<file path="src/rtl/mvas_pkg.sv">
package mvas_pkg;

    localparam int WORD_BITS = 64;
    localparam int PROD_BITS = 2 * WORD_BITS;
    localparam int HALF_BITS = WORD_BITS / 2;

    localparam logic [1:0] CMD_ADD    = 2'd0;
    localparam logic [1:0] CMD_SUB    = 2'd1;
    localparam logic [1:0] CMD_MUL    = 2'd2;
    localparam logic [1:0] CMD_UNUSED = 2'd3;

    typedef logic [WORD_BITS-1:0] word_t;
    typedef logic [PROD_BITS-1:0] prod_t;

    typedef struct packed {
        logic       valid;
        logic [1:0] cmd;
        logic       last;
        word_t      val;
        word_t      r;
        prod_t      p;
    } stage_t;

    function automatic word_t reduce_once(input word_t v, input word_t q);
        return (v >= q) ? (v - q) : v;
    endfunction

endpackage

</file>
<file path="src/rtl/mvas_rem_step.sv">
module mvas_rem_step (
    input  logic                clk,
    input  logic                rst_n,
    input  logic                en,
    input  mvas_pkg::word_t     q,
    input  mvas_pkg::stage_t    stage_in,
    output mvas_pkg::stage_t    stage_out
);
    import mvas_pkg::*;

    stage_t stage_reg, stage_next;
    word_t  shifted;

    always_comb
    begin
        stage_next = stage_in;
        // shift in the next product bit; a carry out means the value overflowed past q
        shifted = {stage_in.r[WORD_BITS-2:0], stage_in.p[PROD_BITS-1]};
        if (stage_in.r[WORD_BITS-1] || shifted >= q)
            stage_next.r = shifted - q;
        else
            stage_next.r = shifted;
        stage_next.p = {stage_in.p[PROD_BITS-2:0], 1'b0};
    end

    always_ff @(posedge clk or negedge rst_n)
    begin
        if (!rst_n)
            stage_reg <= '0;
        else if (en)
            stage_reg <= stage_next;
    end

    assign stage_out = stage_reg;

endmodule

</file>
<file path="config.mk">
export PLATFORM = sky130hd
export DESIGN_NAME = mvas_rem_step
export DESIGN_NICKNAME = d
export VERILOG_FILES = /design/src/rtl/mvas_pkg.sv /design/src/rtl/mvas_rem_step.sv
export SDC_FILE = /design/constraint.sdc
export NUM_CORES = 1
export LEC_CHECK = 0
export BUFFER_PORTS_ARGS = -buffer_cell sky130_fd_sc_hd__buf_2
export CAP_MARGIN = 20
export CORE_AREA = 5 5 228 230
export CTS_CLUSTER_DIAMETER = 50
export CTS_CLUSTER_SIZE = 14
export DETAILED_ROUTE_END_ITERATION = 6
export DIE_AREA = 0 0 233 235
export GPL_ROUTABILITY_DRIVEN = 0
export HOLD_SLACK_MARGIN = 0.03
export SLEW_MARGIN = 20
export SYNTH_ARGS = -nofsm -noshare
export SYNTH_HDL_FRONTEND = slang
export SYNTH_SLANG_ARGS = --single-unit
</file>
<file path="constraint.sdc">
create_clock -name clk -period 2.7 [get_ports clk]
set_clock_uncertainty 0.15 [all_clocks]
set_input_delay 0.27 -clock clk [delete_from_list [all_inputs] [get_ports clk]]
set_output_delay 0.27 -clock clk [all_outputs]
set_load 0.01 [all_outputs]
</file>
---- Word-level counts from Yosys, hierarchy flattened ----
Index checks and enable logic that the tools add are counted.
operators by class
  $add $sub $neg .......................... 1
  order comparisons ....................... 1
  mux-type cells .......................... 1
  reduce and logical (&&, ||, !) cells .... 1
operators by type and width
  cell                number
  $ge A64 B64 Y1      1
  $mux W64            1
  $sub A64 B64 Y64    1
  $logic_or A1 B1 Y1  1
storage, ports and cells
  register bits after elaboration ......... 259
  input port bits ......................... 327
  output and inout bits ................... 260
  logic and storage cells ................. 10

---- Longest topological paths before layout ----
Gate-level depths: netlist (run 1).
  depth after elaboration ................. 3
  depth in mapped cells ................... 15
  depth with buffers taken out ............ 13

---- Least setup slack after synthesis (run 1) ----
No wires, ideal clock.
  kind .................................... input-to-reg
  start ................................... input stage_in[127] in the netlist's numbering
  end ..................................... register stage_reg (netlist bit stage_out[172])
  arrival ................................. 2848 ps
  slack ................................... -422 ps
  stages .................................. 13
  cells stage by stage .................... inv_1 ha_1 fa_1 nand2b_1 a21oi_1 o21a_1 nor2_1 o31ai_2 a21oi_1 o31a_1 o31a_1 mux2i_1 a211o_1
between the ends
  word-level cells in the longest chain between the ends .. 3
  elaborated cells between the ends (all ways) .. 4
ends and longest elaborated chain
  what                    line                 source
  start: declaration      mvas_rem_step.sv:6   input mvas_pkg::stage_t stage_in,
  $ge A64 B64 Y1          mvas_rem_step.sv:19  if (stage_in.r[WORD_BITS-1] || shifted >= q)
  $logic_or A1 B1 Y1      mvas_rem_step.sv:19
  $mux W64 (*)            mvas_rem_step.sv:19
  end signal: assignment  mvas_rem_step.sv:31  stage_reg <= stage_next;
  end: declaration        mvas_rem_step.sv:11  stage_t stage_reg, stage_next;
Mark *: on every way between the ends. The rest lies on a longest branch, timed or not.
A chain may end at the register's enable or synchronous reset.

---- Worst setup path in the final report (run 1) ----
  start ................................... input q[28]
  end ..................................... register stage_reg (netlist bit stage_out[191])
between the ends
  word-level cells in the longest chain between the ends .. 3
  elaborated cells between the ends (all ways) .. 4
ends and longest elaborated chain
  what                line                 source
  start: declaration  mvas_rem_step.sv:5   input mvas_pkg::word_t q,
  $ge A64 B64 Y1      mvas_rem_step.sv:19
  $logic_or A1 B1 Y1  mvas_rem_step.sv:19
  $mux W64 (*)        mvas_rem_step.sv:19
Marks and branches as above.

==> reports/metrics.csv, run 1 <==
stage,metric,value,unit
run_status,status,finished with violations,
run_status,failing checks,setup timing,
floorplanning,Top Ports,587,
synth,synth unique cells,71,
power,Net Sw Frac,32.2,%
finish,Layout Utilization,50.1,%
timing,final hold violations,0,
clock_tree,CTS Buf Count,37,
synth,Avg Inst Size Synth,10.5,um^2
route,DR pass1 iterations,5,
setup_path,Max Fanout on Critical Path,4,
synth,Post-Syn Area,14300,um^2
clock_tree,Clock Sinks,259,
setup_path,required time worst endpoint,2.99,ns
timing,Final Max Slew Viols,0,
timing,fmax,369,MHz
grt,GRT overflow,0,
timing,worst slew pin tran,0.710,ns
timing,unrepaired setup endpoints after global routing,yes,
power,switching power,4.50,mW
grt,first-pass GRT wire length,95.9,mm
floorplanning,Rows,82,
timing,Final period util,100,%
route,DR iter-0 viols,795,
finish,share of cells above drive strength 1,49.9,%
finish,Largest register FFs,259,
grt,largest net degree at the start of global routing,121,
grt,initial antenna violation count,17,
synth,sequential area share after synthesis,45.2,%
power,maximum vdd ir drop,0.000465,V
route,Final ANT Viol Nets,0,
placement,Placed Area,20200,um^2
floorplanning,Die Area,54800,um^2
route,number of remaining DRC errors,0,
floorplanning,DIE HEIGHT,235,um
setup_path,critical path capture point type,register,
timing,setup tns final,-0.00680,ns
clock_tree,clock transition at the registers of the reported paths,0.05,ns
floorplanning,die width,233,um
min_path,Hold Path Class,in -> reg,
synth,Main synth FF type,dfrtp_1,
clock_tree,clock root buffer,clkbuf_16,
synth,post-synthesis async set-or-reset flop share,100,%
min_path,Worst Hold Depth,4,
timing,Slew HR,52.6,%
synth,"EDFF count, synth",0,
finish,area grow syn2layout,73.4,%
timing,final hold slack,0.0465,ns
synth,top post-synthesis cells by area,"dfrtp_1, mux2_2, ha_1",
grt,GRT Total Usage,22.2,%
finish,Post-Layout Cell Count,3185,
timing,min Tclk post-route,2.71,ns
finish,final instance area,24900,um^2
route,via/cell ratio,4.78,
power,Logic pwr share,31.9,%
power,internal power,9.48,mW
synth,"Net Count, Synth",1755,
finish,"most common cell after layout, fill and taps aside",buf_2,
floorplanning,Initial Util,28.9,%
setup_path,crit path kind,in -> reg,
placement,Final HPWL DP,46.9,mm
synth,yosys warns,0,
timing,worst setup margin,-0.00680,ns
clock_tree,worst skew pair latency,0.54,ns
route,WL/cell,20.1,um
clock_tree,H-Tree Depth,2,
clock_tree,CTS tree,yes,
synth,post-synth top area share,45.2,%
finish,nets@finish,2866,
power,pwr dens,562,nW/um^2
setup_path,R2R depth,2,
power,Seq pwr share,33.3,%
flow_run,max-cap violations,0,
setup_path,WP data arrival,3.00,ns
finish,most frequent cells in the layout,"buf_2, buf_4, dlygate4sd3_1",
synth,Seq cells post-synth,259,
synth,post-synth top area cell,dfrtp_1,
clock_tree,CTS Buffer Depth,3,
grt,number of global-route vias before repair,16400,
setup_path,Worst setup SP type,input port,
placement,I/O Buffers,585,
synth,Mapped Cells,1363,
power,leakage,12.0,nW
power,clock power share,34.8,%
route,Total Routed Length,63.9,mm
route,via count,15200,
placement,placed cells,2821,
floorplanning,Core Region,49700,um^2
timing,final setup vio count,1,
[per-layer routing]
metal	vias up	part of all wire (%)	track usage, %
li1	7077	-	-
met4	8	4.9	9.26
met1	7399	37	24.8
met3	150	7.0	5.86
met2	599	51	39.9
met5	-	0.092	0
[cell usage after synthesis (21+ instances only)]
library cell,n
clkbuf_1,56
ha_1,64
nor2_1,105
a21o_1,31
xnor2_1,32
nand2_1,76
mux2i_1,50
mux2_2,198
o21bai_1,23
o21ai_0,41
dfrtp_1,259
nand4_1,21
inv_1,85
a21oi_1,147
[power groups by stage]
stage / logic (mW) / registers [mW] / clock network [mW]
global placement: 3.77 / 4.68 / 0
finish: 4.45 / 4.65 / 4.86
CTS: 4.30 / 4.64 / 4.93
floorplan: 1.65 / 4.92 / 0
detailed placement: 3.82 / 4.70 / 0
global route: 4.78 / 4.71 / 5.13
[critical path, cell delays in order]
cell	delay, ns
buf_2	0.08
inv_1	0.06
ha_1	0.34
buf_4	0.17
a21oi_1	0.18
o21bai_1	0.08
a21oi_1	0.14
o21ai_1	0.10
a221o_1	0.39
a32oi_1	0.21
buf_4	0.18
a21o_1	0.19
a21oi_1	0.14
and4_1	0.23
o32ai_2	0.25
[final timing paths]
check | startpoint | to | slack (ns)
setup / recovery | q[28] | stage_out[191] | -0.007
hold / removal | stage_in[127] | stage_out[128] | 0.05
setup reg to reg | stage_out[192] | stage_out[192] | 1.22
hold reg to reg | stage_out[28] | stage_out[28] | 0.35
max in group asynchronous | rst_n | stage_out[169] | 1.39
min in group asynchronous | rst_n | stage_out[44] | 0.19
[cells by family after synthesis]
group / Yosys count / synth area share, %
compound gates: 313 / 13.6
flops: 259 / 45.2
other cells: 1 / 0.0262
xor+xnor: 52 / 3.18
fa+ha+maj: 65 / 5.72
simple gates: 268 / 8.57
buf+inv: 156 / 4.54
mux: 249 / 19.1
[per-stage QoR]
stage                     worst slack [ns]  power (mW)
after CTS                         -0.00644        13.9
after global placement              -0.774        8.45
after global routing               -0.0890        14.6
final                             -0.00680        14.0
after detailed placement            -0.802        8.51
after floorplan                     -0.199        6.56
[repair_timing]
| item | 4_1_cts | 5_1_grt |
|---|---|---|
| hold buffers | 260 | 2 |
| endpoints found under the setup margin | 63 | 61 |
| cloned | 2 | 3 |
| gates resized for setup | 55 | 59 |
| buffers inserted | 11 | 11 |
| pin swaps | 21 | 30 |
| endpoints found under the hold margin | 330 | 3 |
[cell type report]
cell class / count / area [um^2]
diodes: 13 / 32.5
inverters: 85 / 337
flip-flops and latches: 259 / 6480
clock inverters: 23 / 245
clock buffers: 42 / 975
multi-input cells: 948 / 7870
repair buffers: 1143 / 8090
well taps: 672 / 841
fillers: 4460 / 24800
(Power assumes the default switching activity.)
==> inputs of run 2 (changes only) <==
==> constraint.sdc (replaced) <==
create_clock -name clk -period 2.7 [get_ports clk]
set_clock_uncertainty 0.15 [all_clocks]
set_input_delay 0.27 -clock clk [delete_from_list [all_inputs] [get_ports clk]]
set_output_delay 0.27 -clock clk [all_outputs]
set_load 0.1 [all_outputs]
==> run 2 against run 1 <==
Compared with the run above:
- the flow now finishes without violations
- non-clock buffer count shrank 8
- sequential share of layout area about the same
- count of clock-buffer cells in the layout grew 2
- final cell count is 0.47% lower
- total power up 25%
- via count down 0.47%
- routed wire length is 2.7% higher
- die area unchanged
- register-to-register slack gained 0.50 ns
- worst hold slack better by 0.022 ns
- global-route usage increased by 0.29 points
- clock power is essentially flat
- critical path type unchanged
==> reports/metrics.csv, run 2 (synthesized netlist as in run 1, its figures left out) <==
stage,metric,value,unit,change
placement,Placement Setup Slack,-0.970,ns,was -0.802 ns
min_path,Worst Hold Depth,2,,was 4
route,Final ANT Viol Nets,0,,unchanged
setup_path,Buf/Inv on CP,5,,was 4
placement,Final HPWL DP,49.3,mm,was 46.9 mm
power,maximum vdd ir drop,0.000673,V,was 0.000465 V
setup_path,crit-path cells,buf_2 -> ha_4 -> a21o_1 -> a21o_1 -> a21oi_2 -> or3_4 -> or3b_4 -> nor4_4 -> buf_4 -> a21oi_4 -> buf_12 -> buf_12 -> clkbuf_16 -> mux2i_1 -> a21oi_1,,was buf_2 -> inv_1 -> ha_1 -> buf_4 -> a21oi_1 -> o21bai_1 -> a21oi_1 -> o21ai_1 -> a221o_1 -> a32oi_1 -> buf_4 -> a21o_1 -> a21oi_1 -> and4_1 -> o32ai_2
floorplanning,Top Ports,587,,unchanged
setup_path,critical path capture point type,register,,unchanged
setup_path,R2R depth,1,,was 2
timing,Final period util,99.7,%,was 100%
route,DR iter-0 viols,732,,was 795
setup_path,worst r2r src,stage_out[166],,was stage_out[192]
finish,most frequent cells in the layout,"buf_2, buf_4, dfrtp_1",,"was buf_2, buf_4, dlygate4sd3_1"
setup_path,crit path kind,in -> reg,,unchanged
finish,"most common cell after layout, fill and taps aside",buf_2,,unchanged
route,WL/cell,20.7,um,was 20.1 um
floorplanning,Die Area,54800,um^2,unchanged
grt,largest net degree at the start of global routing,106,,was 121
clock_tree,CTS Buf Count,38,,was 37
grt,GRT overflow,0,,unchanged
setup_path,required time worst endpoint,2.94,ns,was 2.99 ns
timing,min Tclk post-route,2.69,ns,was 2.71 ns
finish,Fillers,4485,,was 4460
setup_path,family with the most delay on the worst path,simple AND/OR/NAND/NOR gates,,was compound AO/OA/AOI/OAI gates
placement,I/O Buffers,585,,unchanged
clock_tree,Clock Sinks,259,,unchanged
floorplanning,Rows,82,,unchanged
floorplanning,Initial Util,28.9,%,unchanged
finish,area grow syn2layout,73.3,%,was 73.4%
clock_tree,CTS tree,yes,,unchanged
floorplanning,DIE HEIGHT,235,um,unchanged
grt,GRT Total Usage,22.5,%,was 22.2%
setup_path,Crit path largest cell delay,0.39,ns,about the same
finish,Largest register FFs,259,,unchanged
timing,worst slew pin tran,0.675,ns,was 0.710 ns
placement,Placed Area,20300,um^2,was 20200 um^2
setup_path,crit path max-delay cell type,or3b_4,,was a221o_1
setup_path,Worst setup SP type,input port,,unchanged
timing,final setup vio count,0,,was 1
finish,final instance area,24800,um^2,was 24900 um^2
grt,number of global-route vias before repair,16300,,was 16400
clock_tree,worst skew pair latency,0.54,ns,about the same
route,Total Routed Length,65.6,mm,was 63.9 mm
timing,worst setup margin,0.00911,ns,was -0.00680 ns
route,DR pass1 iterations,5,,unchanged
clock_tree,clock transition at the registers of the reported paths,0.06,ns,was 0.05 ns
timing,unrepaired setup endpoints after global routing,yes,,unchanged
grt,first-pass GRT wire length,96.1,mm,was 95.9 mm
floorplanning,die width,233,um,unchanged
power,pwr dens,701,nW/um^2,was 562 nW/um^2
timing,fmax,372,MHz,was 369 MHz
timing,Final Max Slew Viols,0,,unchanged
setup_path,flop2flop setup slack,1.72,ns,was 1.22 ns
setup_path,Max Fanout on Critical Path,7,,was 4
timing,Slew HR,55.0,%,was 52.6%
setup_path,WP data arrival,2.93,ns,was 3.00 ns
min_path,Hold Path Class,in -> reg,,unchanged
route,via count,15200,,about the same
timing,final hold violations,0,,unchanged
grt,initial antenna violation count,19,,was 17
clock_tree,CTS Buffer Depth,3,,unchanged
clock_tree,H-Tree Depth,2,,unchanged
run_status,status,completed,,was finished with violations
power,leakage,12.0,nW,about the same
finish,nets@finish,2859,,was 2866
route,number of remaining DRC errors,0,,unchanged
min_path,Hold EP,stage_out[20],,was stage_out[128]
flow_run,max-cap violations,0,,unchanged
setup_path,Crit Reg-Reg Endpoint,stage_out[166],,was stage_out[192]
route,via/cell ratio,4.78,,about the same
clock_tree,clock root buffer,clkbuf_16,,unchanged
finish,share of cells above drive strength 1,49.9,%,about the same
floorplanning,Core Region,49700,um^2,unchanged
min_path,HP Start,en,,was stage_in[127]
==> run 2: how the worst max path moves through the flow <==
stage | start | endpoint | slack [ns] | cells past startpoint
4_1_cts | q[7] | stage_out[187] | 0.005 | 16
2_1_floorplan | stage_in[127] | stage_out[172] | -0.20 | 13
6_report | stage_in[168] | stage_out[177] | 0.009 | 15
5_1_grt | q[37] | stage_out[177] | -0.1 | 17
3_3_place_gp | q[7] | stage_out[189] | -0.88 | 15
3_5_place_dp | q[7] | stage_out[189] | -0.97 | 15
==> run 2: layer usage <==
metal / wire length [um] / global-route usage (%) / share of wire, %
met5: 111 / 0 / 0.17
met4: 3940 / 11.5 / 6.0
met1: 23400 / 23.6 / 36
met2: 34000 / 41.0 / 52
met3: 4200 / 6.04 / 6.4
==> run 2: per-stage QoR <==
stage	instances	power (mW)	hold WS [ns]	setup TNS, ns	util (%)
2_1_floorplan	1363	9.94	-0.176	-4.07	-
3_3_place_gp	2826	11.9	0.0890	-47.36	40.8
3_5_place_dp	2826	12.0	0.0934	-47.48	40.8
4_1_cts	3146	17.3	0.0386	0	48.7
5_1_grt	3169	18.1	0.0496	-2.38	50.0
6_report	3170	17.4	0.0689	0	50.0
==> run 2: timing repair <==
action	CTS	global route
gates resized for setup	25	89
cloned	0	9
endpoints found under the hold margin	514	1
hold buffers	256	1
setup endpoints to repair	64	63
pin swaps	14	52
buffers inserted	1	6
==> run 2: where the power goes <==
part | switching, mW | internal (mW) | total (mW)
registers | 0.282 | 4.37 | 4.66
logic | 5.66 | 2.24 | 7.90
clock network | 1.94 | 2.93 | 4.87
total | 7.88 | 9.55 | 17.4
==> run 2: area by class of cell <==
| class | instances | area, um^2 | share of cell area [%] |
|---|---|---|---|
| inverters | 85 | 337 | 1.35 |
| clock inverters | 19 | 205 | 0.826 |
| repair buffers | 1135 | 8060 | 32.5 |
| multi-input cells | 948 | 7870 | 31.7 |
| diodes | 8 | 20.0 | 0.0806 |
| clock buffers | 44 | 1020 | 4.12 |
| flip-flops and latches | 259 | 6480 | 26.1 |
| well taps | 672 | 841 | 3.38 |
